**src/sv/lmsd_pkg.sv**
```systemverilog
`timescale 1ns / 1ps

package lmsd_pkg;

   // register map
   localparam int CSR_ADDR_W = 5;
   localparam int CSR_DATA_W = 32;
   localparam logic [2:0] REG_SCAN_ENABLE   = 3'd0;
   localparam logic [2:0] REG_ADDRESS_SETUP = 3'd1;
   localparam logic [2:0] REG_LATCH_HIGH    = 3'd2;
   localparam logic [2:0] REG_LATCH_LOW     = 3'd3;
   localparam logic [2:0] REG_ROW_ON        = 3'd4;

   // register reset values
   localparam logic [15:0] ADDRESS_SETUP_RESET = 16'd4;
   localparam logic [15:0] LATCH_HIGH_RESET    = 16'd2;
   localparam logic [15:0] LATCH_LOW_RESET     = 16'd2;
   localparam logic [15:0] ROW_ON_RESET        = 16'd100;

   localparam int ROW_SEL_W = 5;

   typedef enum logic [1:0] {
      KIND_TICK  = 2'd0,
      KIND_WRITE = 2'd1,
      KIND_CLEAR = 2'd2,
      KIND_SWAP  = 2'd3
   } kind_type;

   typedef enum logic [2:0] {
      PH_START    = 3'd0,
      PH_DATA     = 3'd1,
      PH_CLOCK    = 3'd2,
      PH_BLANK    = 3'd3,
      PH_SETUP    = 3'd4,
      PH_LATCH_HI = 3'd5,
      PH_LATCH_LO = 3'd6,
      PH_ROW_ON   = 3'd7
   } phase_type;

   typedef enum logic [2:0] {
      ST_INIT,
      ST_IDLE,
      ST_EXEC,
      ST_FETCH,
      ST_MERGE,
      ST_CLEAR,
      ST_POST
   } state_type;

   typedef struct packed {
      logic        scan_enable;
      logic [15:0] address_setup_ticks;
      logic [15:0] latch_high_ticks;
      logic [15:0] latch_low_ticks;
      logic [15:0] row_on_ticks;
   } cfg_type;

   // panel pins: data bits 0..2 top red/green/blue, 3..5 bottom
   typedef struct packed {
      logic [ROW_SEL_W-1:0] row_select;
      logic                 output_disable;
      logic                 latch;
      logic                 shift_clock;
      logic [5:0]           data;
   } pins_type;

   localparam pins_type PINS_RESET = '{row_select: '0, output_disable: 1'b1,
                                       latch: 1'b0, shift_clock: 1'b0, data: '0};

   // controller to datapath
   typedef struct packed {
      logic accept;
      logic exec;
      logic merge;
      logic sweep;
      logic sweep_all;
      logic load_rsp;
   } cmd_type;

   // datapath to controller
   typedef struct packed {
      logic need_col;
      logic is_clear;
      logic sweep_last;
   } status_type;

endpackage

```
**src/sv/lmsd_ctrl.sv**
```systemverilog
`timescale 1ns / 1ps

module lmsd_ctrl
   import lmsd_pkg::*;
(
   input  logic       clock,
   input  logic       reset,
   input  logic       req_valid,
   output logic       req_ready,
   output logic       rsp_valid,
   input  logic       rsp_ready,
   input  status_type status,
   output cmd_type    cmd
);

   state_type state_ff;
   state_type state_in;
   logic      rsp_valid_ff;
   logic      rsp_valid_in;

   assign rsp_valid = rsp_valid_ff;

   // next state and commands
   always_comb begin
      state_in  = state_ff;
      cmd       = '0;
      req_ready = 1'b0;
      case (state_ff)
         ST_INIT: begin
            cmd.sweep     = 1'b1;
            cmd.sweep_all = 1'b1;
            if (status.sweep_last) begin
               state_in = ST_IDLE;
            end
         end
         ST_IDLE: begin
            req_ready  = 1'b1;
            cmd.accept = req_valid;
            if (req_valid) begin
               state_in = ST_EXEC;
            end
         end
         ST_EXEC: begin
            cmd.exec = 1'b1;
            if (status.is_clear) begin
               state_in = ST_CLEAR;
            end else if (status.need_col) begin
               state_in = ST_FETCH;
            end else begin
               state_in = ST_POST;
            end
         end
         ST_FETCH: begin
            state_in = ST_MERGE;
         end
         ST_MERGE: begin
            cmd.merge = 1'b1;
            state_in  = ST_POST;
         end
         ST_CLEAR: begin
            cmd.sweep = 1'b1;
            if (status.sweep_last) begin
               state_in = ST_POST;
            end
         end
         ST_POST: begin
            if (!rsp_valid_ff || rsp_ready) begin
               cmd.load_rsp = 1'b1;
               state_in     = ST_IDLE;
            end
         end
         default: begin
            state_in = ST_INIT;
         end
      endcase
   end

   // output slot occupancy
   always_comb begin
      if (cmd.load_rsp) begin
         rsp_valid_in = 1'b1;
      end else if (rsp_ready) begin
         rsp_valid_in = 1'b0;
      end else begin
         rsp_valid_in = rsp_valid_ff;
      end
   end

   always_ff @(posedge clock) begin
      if (reset) begin
         state_ff     <= ST_INIT;
         rsp_valid_ff <= 1'b0;
      end else begin
         state_ff     <= state_in;
         rsp_valid_ff <= rsp_valid_in;
      end
   end

`ifndef SYNTH
   // a new response only comes out of the post state
   assert property (@(posedge clock) disable iff (reset)
      $rose(rsp_valid_ff) |-> $past(state_ff == ST_POST))
      else $error("response raised outside post state");

   // an accepted request is executed next
   assert property (@(posedge clock) disable iff (reset)
      (req_valid && req_ready) |=> state_ff == ST_EXEC)
      else $error("accepted request not executed");

   // a finished clear always reports
   assert property (@(posedge clock) disable iff (reset)
      (state_ff == ST_CLEAR && status.sweep_last) |=> state_ff == ST_POST)
      else $error("clear sweep did not end in post");
`endif

endmodule

```
**config.mk**
```make
export PLATFORM = sky130hd
export DESIGN_NAME = lmsd_ctrl
export DESIGN_NICKNAME = d
export VERILOG_FILES = /design/src/sv/lmsd_pkg.sv /design/src/sv/lmsd_ctrl.sv
export SDC_FILE = /design/constraint.sdc
export NUM_CORES = 1
export LEC_CHECK = 0
export ABC_AREA = 1
export BUFFER_PORTS_ARGS = -buffer_cell sky130_fd_sc_hd__buf_2
export CORE_AREA = 2 2 39 41
export DETAILED_ROUTE_END_ITERATION = 8
export DIE_AREA = 0 0 41 43
export PLACE_DENSITY = 0.53
export SYNTH_ARGS = -nofsm -noshare
export SYNTH_HDL_FRONTEND = slang
export SYNTH_SLANG_ARGS = --single-unit
```
**constraint.sdc**
```tcl
create_clock -name clock -period 1.8 [get_ports clock]
set_clock_uncertainty 0.1 [all_clocks]
set_input_delay 0.36 -clock clock [delete_from_list [all_inputs] [get_ports clock]]
set_output_delay 0.36 -clock clock [all_outputs]
set_load 0.03 [all_outputs]
```
==> impl_metrics.json <==
{
  "slew_violations": 0,
  "coreArea_mm2": 0.00138,
  "start_util_pct": 23.8,
  "dp_slack_ns": 0.342,
  "hp-class": "input pin to flop",
  "end_kind": "output port",
  "synth_area_um2": 329,
  "layout.cells.non_filler": 89,
  "post_cts_buffers": 0,
  "htreeDepth": 1,
  "ir_worst_vdd_uv": 517,
  "detailed_place_hpwl_um": 641,
  "fin_crit_sh_pct": 95.0,
  "hold_viol": 0,
  "area_growth_pct": 29.7,
  "crit_start": "state_ff[2]",
  "reg2reg_from": "state_ff[2]",
  "drt_iter0_markers": 9,
  "design_area_um2": 427,
  "slowest_stage": "dfxtp_1",
  "max-slew-margin-rel_pct": 80.5,
  "crit_chain": "nand3_2, a21oi_1, buf_2",
  "drc": 0,
  "criticalPathCategory": "flop to output port",
  "avgSynthCellArea_um2": 5.67,
  "clock_latency_ns": 0.23,
  "die_h_um": 43,
  "drv_cap": 0,
  "io_pins": 15,
  "cpPeakStageDelay_ns": 0.48,
  "drtAntennaViolNets": 0,
  "cts_root_buf": "clkbuf_4",
  "arrival_ns": 1.25,
  "cp_top_family": "flip-flops",
  "yosys_warnings": 0,
  "swShare_pct": 54.3,
  "routed_wirelength_um": 765,
  "cts_max_path_buffers": 2,
  "synth.area.top_cells": "dfxtp_1 (24%), nand2_1 (15%), nor2_1 (11%)",
  "rows": 14,
  "dieArea_mm2": 0.00176,
  "leakagePower_nw": 0.243,
  "synth_top_area_share_pct": 24.3,
  "pwr-share-clk_pct": 15.5,
  "finalSetupViolations": 0,
  "rsz0062_at_grt": "no",
  "vias_per_cell": 4.42,
  "worst_slack_ns": 0.0899,
  "cts_hold_buf": 0,
  "outcome": "finished clean",
  "grt_pass1_vias": 340,
  "finalCriticalPeriod_ns": 1.71,
  "gr-total-overflow": 0,
  "clk_pin_slew_ns": 0.04,
  "io_buffers": 14,
  "power.density_mw_per_mm2": 1660,
  "fin_hold_ws_ns": 0.237,
  "tritoncts": "yes",
  "dpl.cell_count": 86,
  "final_net_count": 82,
  "p_seq_share_pct": 21.5,
  "netlist_instances": 58,
  "max_freq_ghz": 0.585,
  "worst_pin_slew_ns": 0.292,
  "cts_buffers": 3,
  "antenna_found_initial": 0,
  "yosys.area.top_type": "dfxtp_1",
  "combPwrFrac_pct": 63.0,
  "synth_cell_types": 12,
  "crit_path_start_kind": "flop",
  "dpl_cell_area_um2": 404,
  "cp_max_fo": 8,
  "die_w_um": 41,
  "fin_util_pct": 30.8,
  "syn-num-nets": 65,
  "switchingPower_uw": 385,
  "finalSetupTns_ns": 0,
  "cts_sinks": 4,
  "p_int_uw": 324,
  "crit_required_ns": 1.34,
  "vias": 393,
  "grt_start_max_net_pins": 9,
  "cp.buffers_inverters": 1,
  "power_uw": 710,
  "gp_congestion": 0.780,
  "ys_ff_latch": 4,
  "worstHoldStart": "reset",
  "cts_resized": 0,
  "drt_first_pass_iters": 4,
  "track_usage_pct": 10.4,
  "grt_pass1_wl_um": 1240,
  "wl_per_cell_um": 8.60,
  "diodes": 0,
  "layout-drive-gt1-share_pct": 34.2,
  "synth.yosys.seq_area_share_pct": 24.3
}
logic make-up after synthesis:
| kind of cell | after synthesis | synth area share (%) |
|---|---|---|
| DFF | 4 | 24.3 |
| and+or+nand+nor | 33 | 45.6 |
| buffers and inverters | 12 | 16.0 |
| AOI/OAI and AO/OA | 9 | 14.1 |
cell type report:
cell class	instances	area, um^2
clock buffer	3	22.5
fill	164	957
sequential	4	80.1
tap	16	20.0
inverter	10	37.5
multi-input combinational	42	196
timing repair buffer	14	70.1
synth_stat cells:
cell and n:
a21oi_1 6, buf_4 2, dfxtp_1 4, inv_1 7
inv_2 3, nand2_1 13, nand3_1 5, nand3_2 2
nor2_1 10, nor2_2 3, o21ai_0 2, o22ai_1 1
layer usage:
| layer | track usage (%) | vias to the layer above | share of wire (%) |
|---|---|---|---|
| met1 | 11.6 | 172 | 45 |
| met3 | 3.14 | 0 | 3.1 |
| met2 | 16.6 | 8 | 52 |
| met5 | 0 | - | 0 |
| li1 | - | 213 | - |
| met4 | 6.00 | 0 | 0 |
power groups by stage:
stage / Combinational [mW] / Clock, mW / Sequential [mW]
2_1_floorplan: 0.363 / 0 / 0.139
3_3_place_gp: 0.450 / 0 / 0.156
3_5_place_dp: 0.449 / 0 / 0.155
4_1_cts: 0.450 / 0.115 / 0.153
5_1_grt: 0.499 / 0.120 / 0.159
6_report: 0.447 / 0.110 / 0.153
flip-flops by register name, summed over array words and instances (netlist names):
signal	count
state_ff	3
rsp_valid	1
placed cells by master (no fill, tap or decap):
master / synthesis / routed
inv_2: 3 / 3
o21ai_0: 2 / 2
nor2_1: 10 / 10
a21oi_1: 6 / 6
nor2_2: 3 / 3
buf_2: 0 / 14
inv_1: 7 / 7
clkbuf_4: 0 / 3
o22ai_1: 1 / 1
nand3_1: 5 / 5
nand2_1: 13 / 13
dfxtp_1: 4 / 4
nand3_2: 2 / 2
path summary, 6_finish.rpt:
path              slack (ns)  cells past startpoint          end
setup / recovery        0.09                      3       cmd[0]
hold / removal          0.24                      2    rsp_valid
setup reg to reg        0.48                      5  state_ff[0]
hold reg to reg         0.43                      2    rsp_valid
Power figures use the tool's default switching activity.
