File: config.mk
export PLATFORM = sky130hd
export DESIGN_NAME = lmsd_csr
export DESIGN_NICKNAME = d
export VERILOG_FILES = /design/src/sv/lmsd_pkg.sv /design/src/sv/lmsd_csr.sv
export SDC_FILE = /design/constraint.sdc
export NUM_CORES = 1
export LEC_CHECK = 0
export ABC_AREA = 1
export BUFFER_PORTS_ARGS = -buffer_cell sky130_fd_sc_hd__buf_2
export CAP_MARGIN = 20
export CORE_ASPECT_RATIO = 0.8
export CORE_MARGIN = 2
export CORE_UTILIZATION = 48
export CTS_CLUSTER_DIAMETER = 120
export DETAILED_ROUTE_END_ITERATION = 8
export PLACE_DENSITY = 0.8
export RECOVER_POWER = 25
export SYNTH_ARGS = -nofsm -noshare
export SYNTH_HDL_FRONTEND = slang
export SYNTH_SLANG_ARGS = --single-unit
File: constraint.sdc
create_clock -name clock -period 1.3 [get_ports clock]
set_clock_uncertainty 0.2 [all_clocks]
set_input_delay 0.13 -clock clock [delete_from_list [all_inputs] [get_ports clock]]
set_output_delay 0.13 -clock clock [all_outputs]
set_load 0.05 [all_outputs]
File: src/sv/lmsd_pkg.sv
`timescale 1ns / 1ps

package lmsd_pkg;

   // register map
   localparam int CSR_ADDR_W = 5;
   localparam int CSR_DATA_W = 32;
   localparam logic [2:0] REG_SCAN_ENABLE   = 3'd0;
   localparam logic [2:0] REG_ADDRESS_SETUP = 3'd1;
   localparam logic [2:0] REG_LATCH_HIGH    = 3'd2;
   localparam logic [2:0] REG_LATCH_LOW     = 3'd3;
   localparam logic [2:0] REG_ROW_ON        = 3'd4;

   // register reset values
   localparam logic [15:0] ADDRESS_SETUP_RESET = 16'd4;
   localparam logic [15:0] LATCH_HIGH_RESET    = 16'd2;
   localparam logic [15:0] LATCH_LOW_RESET     = 16'd2;
   localparam logic [15:0] ROW_ON_RESET        = 16'd100;

   localparam int ROW_SEL_W = 5;

   typedef enum logic [1:0] {
      KIND_TICK  = 2'd0,
      KIND_WRITE = 2'd1,
      KIND_CLEAR = 2'd2,
      KIND_SWAP  = 2'd3
   } kind_type;

   typedef enum logic [2:0] {
      PH_START    = 3'd0,
      PH_DATA     = 3'd1,
      PH_CLOCK    = 3'd2,
      PH_BLANK    = 3'd3,
      PH_SETUP    = 3'd4,
      PH_LATCH_HI = 3'd5,
      PH_LATCH_LO = 3'd6,
      PH_ROW_ON   = 3'd7
   } phase_type;

   typedef enum logic [2:0] {
      ST_INIT,
      ST_IDLE,
      ST_EXEC,
      ST_FETCH,
      ST_MERGE,
      ST_CLEAR,
      ST_POST
   } state_type;

   typedef struct packed {
      logic        scan_enable;
      logic [15:0] address_setup_ticks;
      logic [15:0] latch_high_ticks;
      logic [15:0] latch_low_ticks;
      logic [15:0] row_on_ticks;
   } cfg_type;

   // panel pins: data bits 0..2 top red/green/blue, 3..5 bottom
   typedef struct packed {
      logic [ROW_SEL_W-1:0] row_select;
      logic                 output_disable;
      logic                 latch;
      logic                 shift_clock;
      logic [5:0]           data;
   } pins_type;

   localparam pins_type PINS_RESET = '{row_select: '0, output_disable: 1'b1,
                                       latch: 1'b0, shift_clock: 1'b0, data: '0};

   // controller to datapath
   typedef struct packed {
      logic accept;
      logic exec;
      logic merge;
      logic sweep;
      logic sweep_all;
      logic load_rsp;
   } cmd_type;

   // datapath to controller
   typedef struct packed {
      logic need_col;
      logic is_clear;
      logic sweep_last;
   } status_type;

endpackage

File: src/sv/lmsd_csr.sv
`timescale 1ns / 1ps

module lmsd_csr
   import lmsd_pkg::*;
(
   input  logic                  clock,
   input  logic                  reset,
   input  logic                  psel,
   input  logic                  penable,
   input  logic                  pwrite,
   input  logic [CSR_ADDR_W-1:0] paddr,
   input  logic [CSR_DATA_W-1:0] pwdata,
   output logic [CSR_DATA_W-1:0] prdata,
   output logic                  pready,
   output cfg_type               cfg
);

   cfg_type    cfg_ff;
   cfg_type    cfg_in;
   logic       wr_en;
   logic [2:0] reg_idx;

   assign pready  = 1'b1;
   assign reg_idx = paddr[CSR_ADDR_W-1:2];
   assign wr_en   = psel && penable && pwrite;
   assign cfg     = cfg_ff;

   // register write decode
   always_comb begin
      cfg_in = cfg_ff;
      if (wr_en) begin
         case (reg_idx)
            REG_SCAN_ENABLE:   cfg_in.scan_enable         = pwdata[0];
            REG_ADDRESS_SETUP: cfg_in.address_setup_ticks = pwdata[15:0];
            REG_LATCH_HIGH:    cfg_in.latch_high_ticks    = pwdata[15:0];
            REG_LATCH_LOW:     cfg_in.latch_low_ticks     = pwdata[15:0];
            REG_ROW_ON:        cfg_in.row_on_ticks        = pwdata[15:0];
            default:           cfg_in = cfg_ff;
         endcase
      end
   end

   always_ff @(posedge clock) begin
      if (reset) begin
         cfg_ff.scan_enable         <= 1'b0;
         cfg_ff.address_setup_ticks <= ADDRESS_SETUP_RESET;
         cfg_ff.latch_high_ticks    <= LATCH_HIGH_RESET;
         cfg_ff.latch_low_ticks     <= LATCH_LOW_RESET;
         cfg_ff.row_on_ticks        <= ROW_ON_RESET;
      end else begin
         cfg_ff <= cfg_in;
      end
   end

   // read mux
   always_comb begin
      case (reg_idx)
         REG_SCAN_ENABLE:   prdata = {31'd0, cfg_ff.scan_enable};
         REG_ADDRESS_SETUP: prdata = {16'd0, cfg_ff.address_setup_ticks};
         REG_LATCH_HIGH:    prdata = {16'd0, cfg_ff.latch_high_ticks};
         REG_LATCH_LOW:     prdata = {16'd0, cfg_ff.latch_low_ticks};
         REG_ROW_ON:        prdata = {16'd0, cfg_ff.row_on_ticks};
         default:           prdata = '0;
      endcase
   end

endmodule

==> results.sh, run 1 <==
export IMPL_final_design_area_no_fill_mm2=0.005757
export IMPL_ys_seq_area_frac=0.3886
export IMPL_endpoint="prdata[0]"
export IMPL_worst_r2r_endpoint="cfg[46]$_SDFFE_PP0P_"
export IMPL_die_area_mm2=0.007663
export IMPL_ys_top_cells_by_area="dfxtp_1 39%, nand2_1 22%, nor2_1 14%"
export IMPL_power_switching_share=0.2896
export IMPL_i_o_pin_count=140
export IMPL_grt_pass1_vias=3870
export IMPL_drv_slew=0
export IMPL_ff2ff_setup_slack_ns=0.36
export IMPL_number_of_diodes=0
export IMPL_worst_skew_pair_late_latency_ns=0.35
export IMPL_detail_route_drc_violations=0
export IMPL_io_buffers=104
export IMPL_ir_drop_uv=698.5
export IMPL_postSynth_asyncResetShare=0
export IMPL_critical_path_slowest_cell="dfxtp_2"
export IMPL_critPathRequiredTime_ns=0.97
export IMPL_standard_cell_area_after_detailed_placement_mm2=0.004223
export IMPL_tns_ns=-2.363
export IMPL_master_cell_of_the_clock_root_buffer="clkbuf_8"
export IMPL_power_per_cell_area_mw_per_mm2=884.8
export IMPL_min_period_over_period=1.139
export IMPL_cts_path_max_buffers=2
export IMPL_final_seq_area_mm2=0.001403
export IMPL_cts_tree="done"
export IMPL_critPathMostFrequentCell="nand2_2"
export IMPL_dp_cells=745
export IMPL_layout_min_cycle_time_ns=1.480
export IMPL_power_clock_fraction=0.422
export IMPL_num_vias=4156
export IMPL_postSynth_topFlopCell="dfxtp_1"
export IMPL_grt_first_pass_wirelength_mm=18.22
export IMPL_htree_levels=3
export IMPL_fmaxAchievable_mhz=675.5
export IMPL_post_layout_nonfiller_instances=813
export IMPL_num_cts_buffers=9
export IMPL_globalplace_congestion=0.8966
export IMPL_largest_register_ff_count=65
export IMPL_sw_power_w=0.001475
export IMPL_placeableCoreArea_mm2=0.006824
export IMPL_grt_remaining_overflow=0
export IMPL_critical_path_reg2reg_startpoint="cfg[46]$_SDFFE_PP0P_"
export IMPL_setup_viol=19
export IMPL_unrepaired_setup_endpoints_after_global_routing="true"
export IMPL_worstHoldPathType="in -> reg"
export IMPL_most_common_library_cells_after_synthesis="199 x nand2_1, 125 x nor2_1, 65 x dfxtp_1, 54 x nand3_1, 50 x inv_1"
export IMPL_pwr_share_comb=0.180
export IMPL_multi_input_comb_area_mm2=0.001963
export IMPL_first_iter_violations=257
export IMPL_route_final_wire_length_mm=12.87
export IMPL_layout_area_overhead_vs_synth_pct=71.94
export IMPL_outcome="finished with violations"
export IMPL_synth_edff_count=0
export IMPL_reg2reg_depth=3
export IMPL_ant_nets=0
export IMPL_number_of_antenna_violations_at_the_first_check_in_global_routing=0
export IMPL_max_cap_violations=0
export IMPL_place_detailed_hpwl_mm=6.932
export IMPL_gr_usage_all_layers=0.2991
export IMPL_ys_warnings_count=0
export IMPL_most_instantiated_library_cell_after_synthesis="nand2_1"
export IMPL_worst_setup_path_type="reg -> out"
export IMPL_post_synth_top_area_cell="dfxtp_1"
export IMPL_worst_ep_arrival_ns=1.15
export IMPL_setup_ws_ns=-0.1804
export IMPL_mappedNetlistArea_mm2=0.003348
export IMPL_finalNetCount=763
export IMPL_leakagePower_nw=2.906
export IMPL_internal_power_w=0.003618
export IMPL_largest_net_degree_at_the_start_of_global_routing=66
export IMPL_path_clk_slew_ns=0.07
export IMPL_detail_route_vias_per_cell=5.112
export IMPL_critical_path_endpoint_type="output port"
export IMPL_first_pass_iters=5
export IMPL_fp_dieW_um=97.38
export IMPL_final_hold_violation_count=0
export IMPL_cts_num_sinks=65
export IMPL_slowest_delay_ns=0.35
export IMPL_netlist_instances=552
export IMPL_syn_avg_cell_area_um2=6.066
export IMPL_floorplan_die_height_um=78.70
export IMPL_synthDominantCellAreaShare=0.3886
export IMPL_initial_core_util=0.4906
export IMPL_startpoint_type="flip-flop"
export IMPL_synth_seq_cells=65
export IMPL_sequence_of_cells_on_the_critical_path="nand3_2 > nand2_2 > nor2_4 > nand2_2 > buf_8"
export IMPL_violations="negative setup slack"
export IMPL_synth_cell_type_count=16
export IMPL_fillerInstances=395
export IMPL_layout_drive_gt1_share=0.4931
export IMPL_avgRoutedWirePerCell_um=15.83
export IMPL_power_sequential_fraction=0.399
export IMPL_crit_path_max_fanout=2
export IMPL_placementRows=27
export IMPL_critical_path_startpoint="cfg[32]$_SDFFE_PP0P_"
## per-layer routing
layer	GRT usage	wire length, um	up-vias
li1	-	-	1964
met1	0.3569	4770	1930
met2	0.5228	6631	225
met5	0	0	-
met3	0.06866	1068	37
met4	0.1264	401	0
## worst min-delay path by stage
stage | cells after the start | endpoint | slack (ns) | startpoint
floorplan | 2 | cfg[2]$_SDFFE_PP1P_ | 0.06 | pwdata[2]
global placement | 3 | cfg[5]$_SDFFE_PP1P_ | 0.16 | pwdata[5]
detailed placement | 3 | cfg[5]$_SDFFE_PP1P_ | 0.16 | pwdata[5]
CTS | 4 | cfg[17]$_SDFFE_PP1P_ | 0.01 | penable
finish | 4 | cfg[50]$_SDFFE_PP1P_ | 0.03 | penable
global route | 4 | cfg[5]$_SDFFE_PP1P_ | 0.04 | reset
## power groups by stage
stage | sequential, W | clock, W | combinational [W]
detailed placement | 0.00209 | 0 | 0.000657
floorplan | 0.00217 | 0 | 0.000408
CTS | 0.00204 | 0.00216 | 0.000848
finish | 0.00203 | 0.00215 | 0.000915
global route | 0.00203 | 0.00223 | 0.000964
global placement | 0.00209 | 0 | 0.000653
## cell families after synthesis
| logic type | synth area share |
|---|---|
| AOI/OAI and AO/OA | 0.005976 |
| buffers and inverters | 0.1420 |
| DFF | 0.3886 |
| other | 0.002243 |
| and+or+nand+nor | 0.4611 |
## stage by stage
| stage | worst slack (ns) | total power, W | util | hold WS, ns |
|---|---|---|---|---|
| final | -0.1804 | 0.005093 | 0.8436 | 0.02575 |
| after global routing | -0.2362 | 0.005225 | 0.8436 | 0.04382 |
| after CTS | -0.1910 | 0.005050 | 0.7902 | 0.01499 |
| after detailed placement | -0.3138 | 0.002744 | 0.6188 | 0.1620 |
| after global placement | -0.3340 | 0.002739 | 0.6188 | 0.1641 |
| after floorplan | 0.04549 | 0.002581 | - | 0.05608 |
## placed cells by master, fill, tap and decap left out, types with 3 or more instances in the layout
master         netlist  layout
clkbuf_8             0       9
nand2_1            199     127
nand2_4              0      20
inv_1               50      31
buf_6                0      21
nand3_1             54      50
buf_8                0      22
nor2_4               3       8
nand3_2              0       4
nor2_1             125     121
buf_2               14      25
buf_4               24      70
inv_2                4      20
clkbuf_4             0      16
conb_1               2      17
buf_12               0      11
dfxtp_4              0       8
bufinv_16            0       3
o21ai_0              3       3
dfxtp_2              0      57
nand2_2              0      52
dlygate4sd3_1        0      16
## final cells by class
type                    count  share of cell area
flip-flops and latches     65              0.2436
well taps                  87             0.01891
inverters                  54             0.03999
clock inverters             6             0.02000
repair buffers            187              0.3143
clock buffers              10             0.02217
multi-input cells         404              0.3410
## critical path: cells and delay by family (launching register included)
| family | cells | cell delay (ns) |
|---|---|---|
| flops | 1 | 0.35 |
| simple gates | 4 | 0.31 |
| buf+inv | 1 | 0.15 |
## repair_timing
item	in CTS	in global routing
setup endpoints to repair	44	43
hold buffers	16	0
gates cloned	4	2
buffers inserted	21	16
pin swaps	36	37
endpoints found under the hold margin	61	0
gates resized for setup	179	111
Power figures use the tool's default switching activity.
==> run 2: changes to the inputs <==
Settings changed: CORE_UTILIZATION 48 to 50, CTS_BUF_LIST set to sky130_fd_sc_hd__clkbuf_4 sky130_fd_sc_hd__clkbuf_8, PLACE_DENSITY 0.8 to 0.83.
==> results.sh, run 2 (synthesized netlist as in run 1, its figures left out) <==
export IMPL_worst_ep_arrival_ns=1.66
export IMPL_p_total_w=0.005135
export IMPL_critical_path_reg2reg_startpoint="cfg[45]$_SDFFE_PP0P_"
export IMPL_critical_path_depth=13
export IMPL_gr_usage_all_layers=0.3412
export IMPL_critPathRequiredTime_ns=1.37
export IMPL_dpl_worst_slack_ns=-0.2969
export IMPL_detail_route_drc_violations=0
export IMPL_min_delay_worst_endpoint="cfg[16]$_SDFFE_PP0P_"
export IMPL_leakagePower_nw=2.781
export IMPL_num_cts_buffers=9
export IMPL_max_cap_violations=0
export IMPL_placementRows=26
export IMPL_grt_pass1_vias=3878
export IMPL_place_detailed_hpwl_mm=7.026
export IMPL_postLayoutCoreUtil=0.8776
export IMPL_slowest_delay_ns=0.18
export IMPL_layout_area_overhead_vs_synth_pct=68.83
export IMPL_crit_path_max_fanout=5
export IMPL_ir_drop_uv=650.3
export IMPL_worst_setup_path_type="in -> reg"
export IMPL_cp_buffers_inverters=9
export IMPL_layout_min_cycle_time_ns=1.587
export IMPL_worst_skew_pair_late_latency_ns=0.36
export IMPL_number_of_diodes=0
export IMPL_hold_path_depth=5
export IMPL_floorplan_die_height_um=77.19
export IMPL_io_buffers=104
export IMPL_final_hold_violation_count=0
export IMPL_setup_viol=19
export IMPL_cts_path_max_buffers=2
export IMPL_violations="negative setup slack"
export IMPL_sequence_of_cells_on_the_critical_path="buf_8 > inv_6 > nand2_4 > buf_4 > buf_4 > buf_4 > buf_4 > buf_4 > buf_4 > buf_4 > nor2_4 > a21oi_1 > nor2_1"
export IMPL_power_per_cell_area_mw_per_mm2=908.3
export IMPL_worstHoldPathType="in -> reg"
export IMPL_startpoint_type="input port"
export IMPL_first_pass_iters=6
export IMPL_fp_dieW_um=95.49
export IMPL_htree_levels=3
export IMPL_worst_r2r_endpoint="cfg[45]$_SDFFE_PP0P_"
export IMPL_layout_drive_gt1_share=0.4565
export IMPL_grt_remaining_overflow=0
export IMPL_num_vias=4371
export IMPL_cts_num_sinks=65
export IMPL_route_final_wire_length_mm=13.77
export IMPL_initial_core_util=0.5198
export IMPL_critical_path_slowest_cell="nor2_1"
export IMPL_unrepaired_setup_endpoints_after_global_routing="true"
export IMPL_die_area_mm2=0.007371
export IMPL_outcome="finished with violations"
export IMPL_cts_tree="done"
export IMPL_fmaxAchievable_mhz=629.9
export IMPL_avgRoutedWirePerCell_um=16.79
export IMPL_path_clk_slew_ns=0.08
export IMPL_i_o_pin_count=140
export IMPL_critPathMostFrequentCell="buf_4"
export IMPL_critical_path_endpoint_type="flip-flop"
export IMPL_number_of_antenna_violations_at_the_first_check_in_global_routing=0
export IMPL_final_design_area_no_fill_mm2=0.005653
export IMPL_globalplace_congestion=0.8515
export IMPL_ant_nets=0
export IMPL_drv_slew=0
export IMPL_min_from="pwdata[0]"
export IMPL_most_common_cell_after_layout_fill_and_taps_aside="nand2_1"
export IMPL_grt_first_pass_wirelength_mm=19.23
export IMPL_ff2ff_setup_slack_ns=0.25
export IMPL_crit_family="buffers and inverters"
export IMPL_placeableCoreArea_mm2=0.006441
export IMPL_detail_route_vias_per_cell=5.330
export IMPL_first_iter_violations=498
export IMPL_largest_register_ff_count=65
export IMPL_mostFrequentLayoutCells="152 x nand2_1, 120 x nor2_1, 63 x dfxtp_2"
export IMPL_reg2reg_depth=4
export IMPL_setup_ws_ns=-0.2875
export IMPL_standard_cell_area_after_detailed_placement_mm2=0.004244
export IMPL_finalNetCount=773
export IMPL_tns_ns=-2.907
export IMPL_largest_net_degree_at_the_start_of_global_routing=66
export IMPL_master_cell_of_the_clock_root_buffer="clkbuf_8"
export IMPL_min_period_over_period=1.221
[run 2: worst min-delay path: cells and delay by family]
kind	cells	cell delay [ns]
and+or+nand+nor	3	0.22
buffers and inverters	2	0.20
[run 2: report_power, final]
part | internal (W) | switching [W]
Sequential | 0.00202 | 0.0000248
Combinational | 0.000331 | 0.000588
Clock | 0.00131 | 0.000870
Total | 0.00365 | 0.00148
[run 2: worst max-delay path by stage]
stage                           endpoint  slack (ns)                  from
floorplan                      prdata[0]        0.05              paddr[4]
global placement               prdata[1]       -0.30              paddr[3]
detailed placement            prdata[13]       -0.30              paddr[4]
CTS                            prdata[0]       -0.18  cfg[64]$_SDFFE_PP0P_
global route                  prdata[14]       -0.30  cfg[62]$_SDFFE_PP0P_
finish              cfg[64]$_SDFFE_PP0P_       -0.29              paddr[2]
[run 2: per-stage QoR]
stage,cells,hold WS [ns]
after detailed placement,747,0.1664
after global placement,747,0.1611
final,820,0.03570
after floorplan,567,0.05608
after CTS,817,0.01821
after global routing,820,0.06020
[run 2: routing by layer]
layer,GRT usage,vias to the layer above,wire (um)
met1,0.4172,1970,5004
met5,0,-,0
met4,0.1300,0,747
met2,0.5852,343,6765
met3,0.06876,80,1249
li1,-,1978,-
[run 2: repair_timing]
item                                   CTS  global route
pin swaps                               23            14
resized for setup                      139            96
setup endpoints to repair               25            79
setup buffers                           35             7
endpoints found under the hold margin   53             0
gates cloned                             3             0
hold buffers                            16             0
[run 2: area by class of cell]
class / instances / area [um^2]
Timing Repair Buffer: 197 / 1876
Clock buffer: 10 / 131.4
Multi-Input combinational cell: 404 / 1823
Inverter: 54 / 215.2
Sequential cell: 65 / 1388
Fill cell: 308 / 788.3
Clock inverter: 6 / 115.1
Tap cell: 84 / 105.1
==> run 3: changes to the inputs <==
Settings changed: CORE_ASPECT_RATIO 0.8 to 2.
==> results.sh, run 3 (synthesized netlist as in run 1, its figures left out) <==
export IMPL_first_iter_violations=710
export IMPL_number_of_diodes=0
export IMPL_cts_path_max_buffers=2
export IMPL_gr_usage_all_layers=0.3856
export IMPL_io_buffers=104
export IMPL_cts_tree="done"
export IMPL_grt_pass1_vias=4231
export IMPL_detail_route_vias_per_cell=5.797
export IMPL_i_o_pin_count=140
export IMPL_worst_setup_path_type="in -> out"
export IMPL_worst_skew_pair_late_latency_ns=0.35
export IMPL_outcome="finished with violations"
export IMPL_drv_slew=0
export IMPL_ir_drop_uv=844.3
export IMPL_number_of_antenna_violations_at_the_first_check_in_global_routing=0
export IMPL_detail_route_drc_violations=0
export IMPL_critical_path_depth=11
export IMPL_placementRows=42
export IMPL_grt_first_pass_wirelength_mm=20.60
export IMPL_finalNetCount=766
export IMPL_setup_ws_ns=-0.2505
export IMPL_leakagePower_nw=2.741
export IMPL_mostFrequentLayoutCells="140 x nand2_1, 122 x nor2_1, 59 x dfxtp_2"
export IMPL_sequence_of_cells_on_the_critical_path="buf_12 > clkinv_8 > nand2_4 > nor2_4 > buf_12 > buf_8 > nand2_4 > nand2_2 > inv_2 > nand2_2 > buf_8"
export IMPL_p_total_w=0.004765
export IMPL_htree_levels=3
export IMPL_ant_nets=0
export IMPL_layout_drive_gt1_share=0.4623
export IMPL_layout_min_cycle_time_ns=1.550
export IMPL_setup_viol=37
export IMPL_initial_core_util=0.5097
export IMPL_gr_usage_met2=0.6414
export IMPL_largest_register_ff_count=65
export IMPL_num_cts_buffers=9
export IMPL_fp_dieW_um=61.87
export IMPL_globalplace_congestion=0.9095
export IMPL_critPathRequiredTime_ns=0.97
export IMPL_cts_num_sinks=65
export IMPL_critical_path_endpoint_type="output port"
export IMPL_max_cap_violations=0
export IMPL_fmaxAchievable_mhz=645.0
export IMPL_power_per_cell_area_mw_per_mm2=856.5
export IMPL_largest_net_degree_at_the_start_of_global_routing=66
export IMPL_violations="negative setup slack"
export IMPL_reg2reg_depth=3
export IMPL_crit_path_max_fanout=7
export IMPL_place_detailed_hpwl_mm=7.990
export IMPL_standard_cell_area_after_detailed_placement_mm2=0.004209
export IMPL_ff2ff_setup_slack_ns=0.24
export IMPL_slowest_delay_ns=0.20
export IMPL_most_common_cell_after_layout_fill_and_taps_aside="nand2_1"
export IMPL_critical_path_reg2reg_startpoint="cfg[46]$_SDFFE_PP0P_"
export IMPL_route_final_wire_length_mm=16.62
export IMPL_cp_buffers_inverters=6
export IMPL_worst_r2r_endpoint="cfg[46]$_SDFFE_PP0P_"
export IMPL_worstHoldPathType="in -> reg"
export IMPL_crit_family="buffers and inverters"
export IMPL_endpoint="prdata[4]"
export IMPL_grt_busiest_layer="met2"
export IMPL_layout_area_overhead_vs_synth_pct=66.14
export IMPL_critical_path_slowest_cell="nor2_4"
export IMPL_worst_ep_arrival_ns=1.22
export IMPL_critical_path_startpoint="paddr[3]"
export IMPL_floorplan_die_height_um=119.7
export IMPL_num_vias=4736
export IMPL_unrepaired_setup_endpoints_after_global_routing="true"
export IMPL_path_clk_slew_ns=0.07
export IMPL_first_pass_iters=6
export IMPL_placeableCoreArea_mm2=0.006569
export IMPL_gr_usage_met1=0.3821
export IMPL_min_period_over_period=1.193
export IMPL_min_from="pwdata[0]"
export IMPL_met3_usage=0.09052
export IMPL_fillerInstances=329
export IMPL_master_cell_of_the_clock_root_buffer="clkbuf_8"
export IMPL_final_design_area_no_fill_mm2=0.005563
export IMPL_grt_remaining_overflow=0
export IMPL_die_area_mm2=0.007407
export IMPL_final_hold_violation_count=0
export IMPL_avgRoutedWirePerCell_um=20.35
export IMPL_startpoint_type="input port"
-- run 3: changes by cell type in the layout (fill, tap and decap cells not counted), sizes merged --
cell    before  now
clkbuf      51   53
bufinv       3    1
clkinv       2    5
buf        140  133
inv         54   51
-- run 3: worst min path at each step --
stage                                end  depth (start not counted)
finish              cfg[16]$_SDFFE_PP0P_                          5
floorplan            cfg[2]$_SDFFE_PP1P_                          2
CTS                 cfg[16]$_SDFFE_PP0P_                          5
global route        cfg[32]$_SDFFE_PP0P_                          5
global placement     cfg[6]$_SDFFE_PP1P_                          3
detailed placement   cfg[6]$_SDFFE_PP1P_                          3
-- run 3: what timing repair did --
| action | 4_1_cts | 5_1_grt |
|---|---|---|
| endpoints found under the setup margin | 37 | 58 |
| gates resized for setup | 139 | 121 |
| buffers inserted | 17 | 16 |
| cloned | 4 | 1 |
| endpoints found under the hold margin | 54 | 0 |
| hold buffers | 16 | 0 |
| pin swaps | 21 | 25 |
-- run 3: power by group --
group	internal (W)	leakage [nW]	total, W	switching (W)
clock network	0.000997	0.108	0.00180	0.000801
logic	0.000315	2.08	0.000927	0.000612
registers	0.00201	0.553	0.00204	0.0000293
total	0.00332	2.74	0.00476	0.00144
-- run 3: layer usage --
layer | vias up | part of all wire
met4 | 0 | 0.11
met1 | 2104 | 0.29
met2 | 491 | 0.50
met5 | - | 0
met3 | 177 | 0.10
li1 | 1964 | -
-- run 3: metrics by stage --
step | TNS, ns | instances | worst slack [ns] | hold WS (ns) | util
after floorplan | 0 | 567 | 0.04549 | 0.05608 | -
after global placement | -5.372 | 749 | -0.2838 | 0.1621 | 0.6408
after detailed placement | -7.867 | 749 | -0.3375 | 0.1719 | 0.6408
after CTS | -2.031 | 802 | -0.1783 | 0.009328 | 0.7874
after global routing | -5.478 | 817 | -0.2782 | 0.05172 | 0.8469
final | -3.536 | 817 | -0.2505 | 0.02853 | 0.8469
-- run 3: cell type report --
class	count	area [um^2]	area share
repair buffers	189	1744	0.3135
multi-input cells	404	1866	0.3354
flip-flops and latches	65	1398	0.2512
clock inverters	3	40.04	0.007197
well taps	88	110.1	0.01979
inverters	54	237.7	0.04274
repair inverters	1	7.507	0.001350
clock buffers	13	160.2	0.02879
-- run 3: worst reg2reg max path, stage by stage (launching register included) --
cell and delay, ns:
dfxtp_4 0.37, buf_4 0.14, nor2_1 0.16, nor2_1 0.08
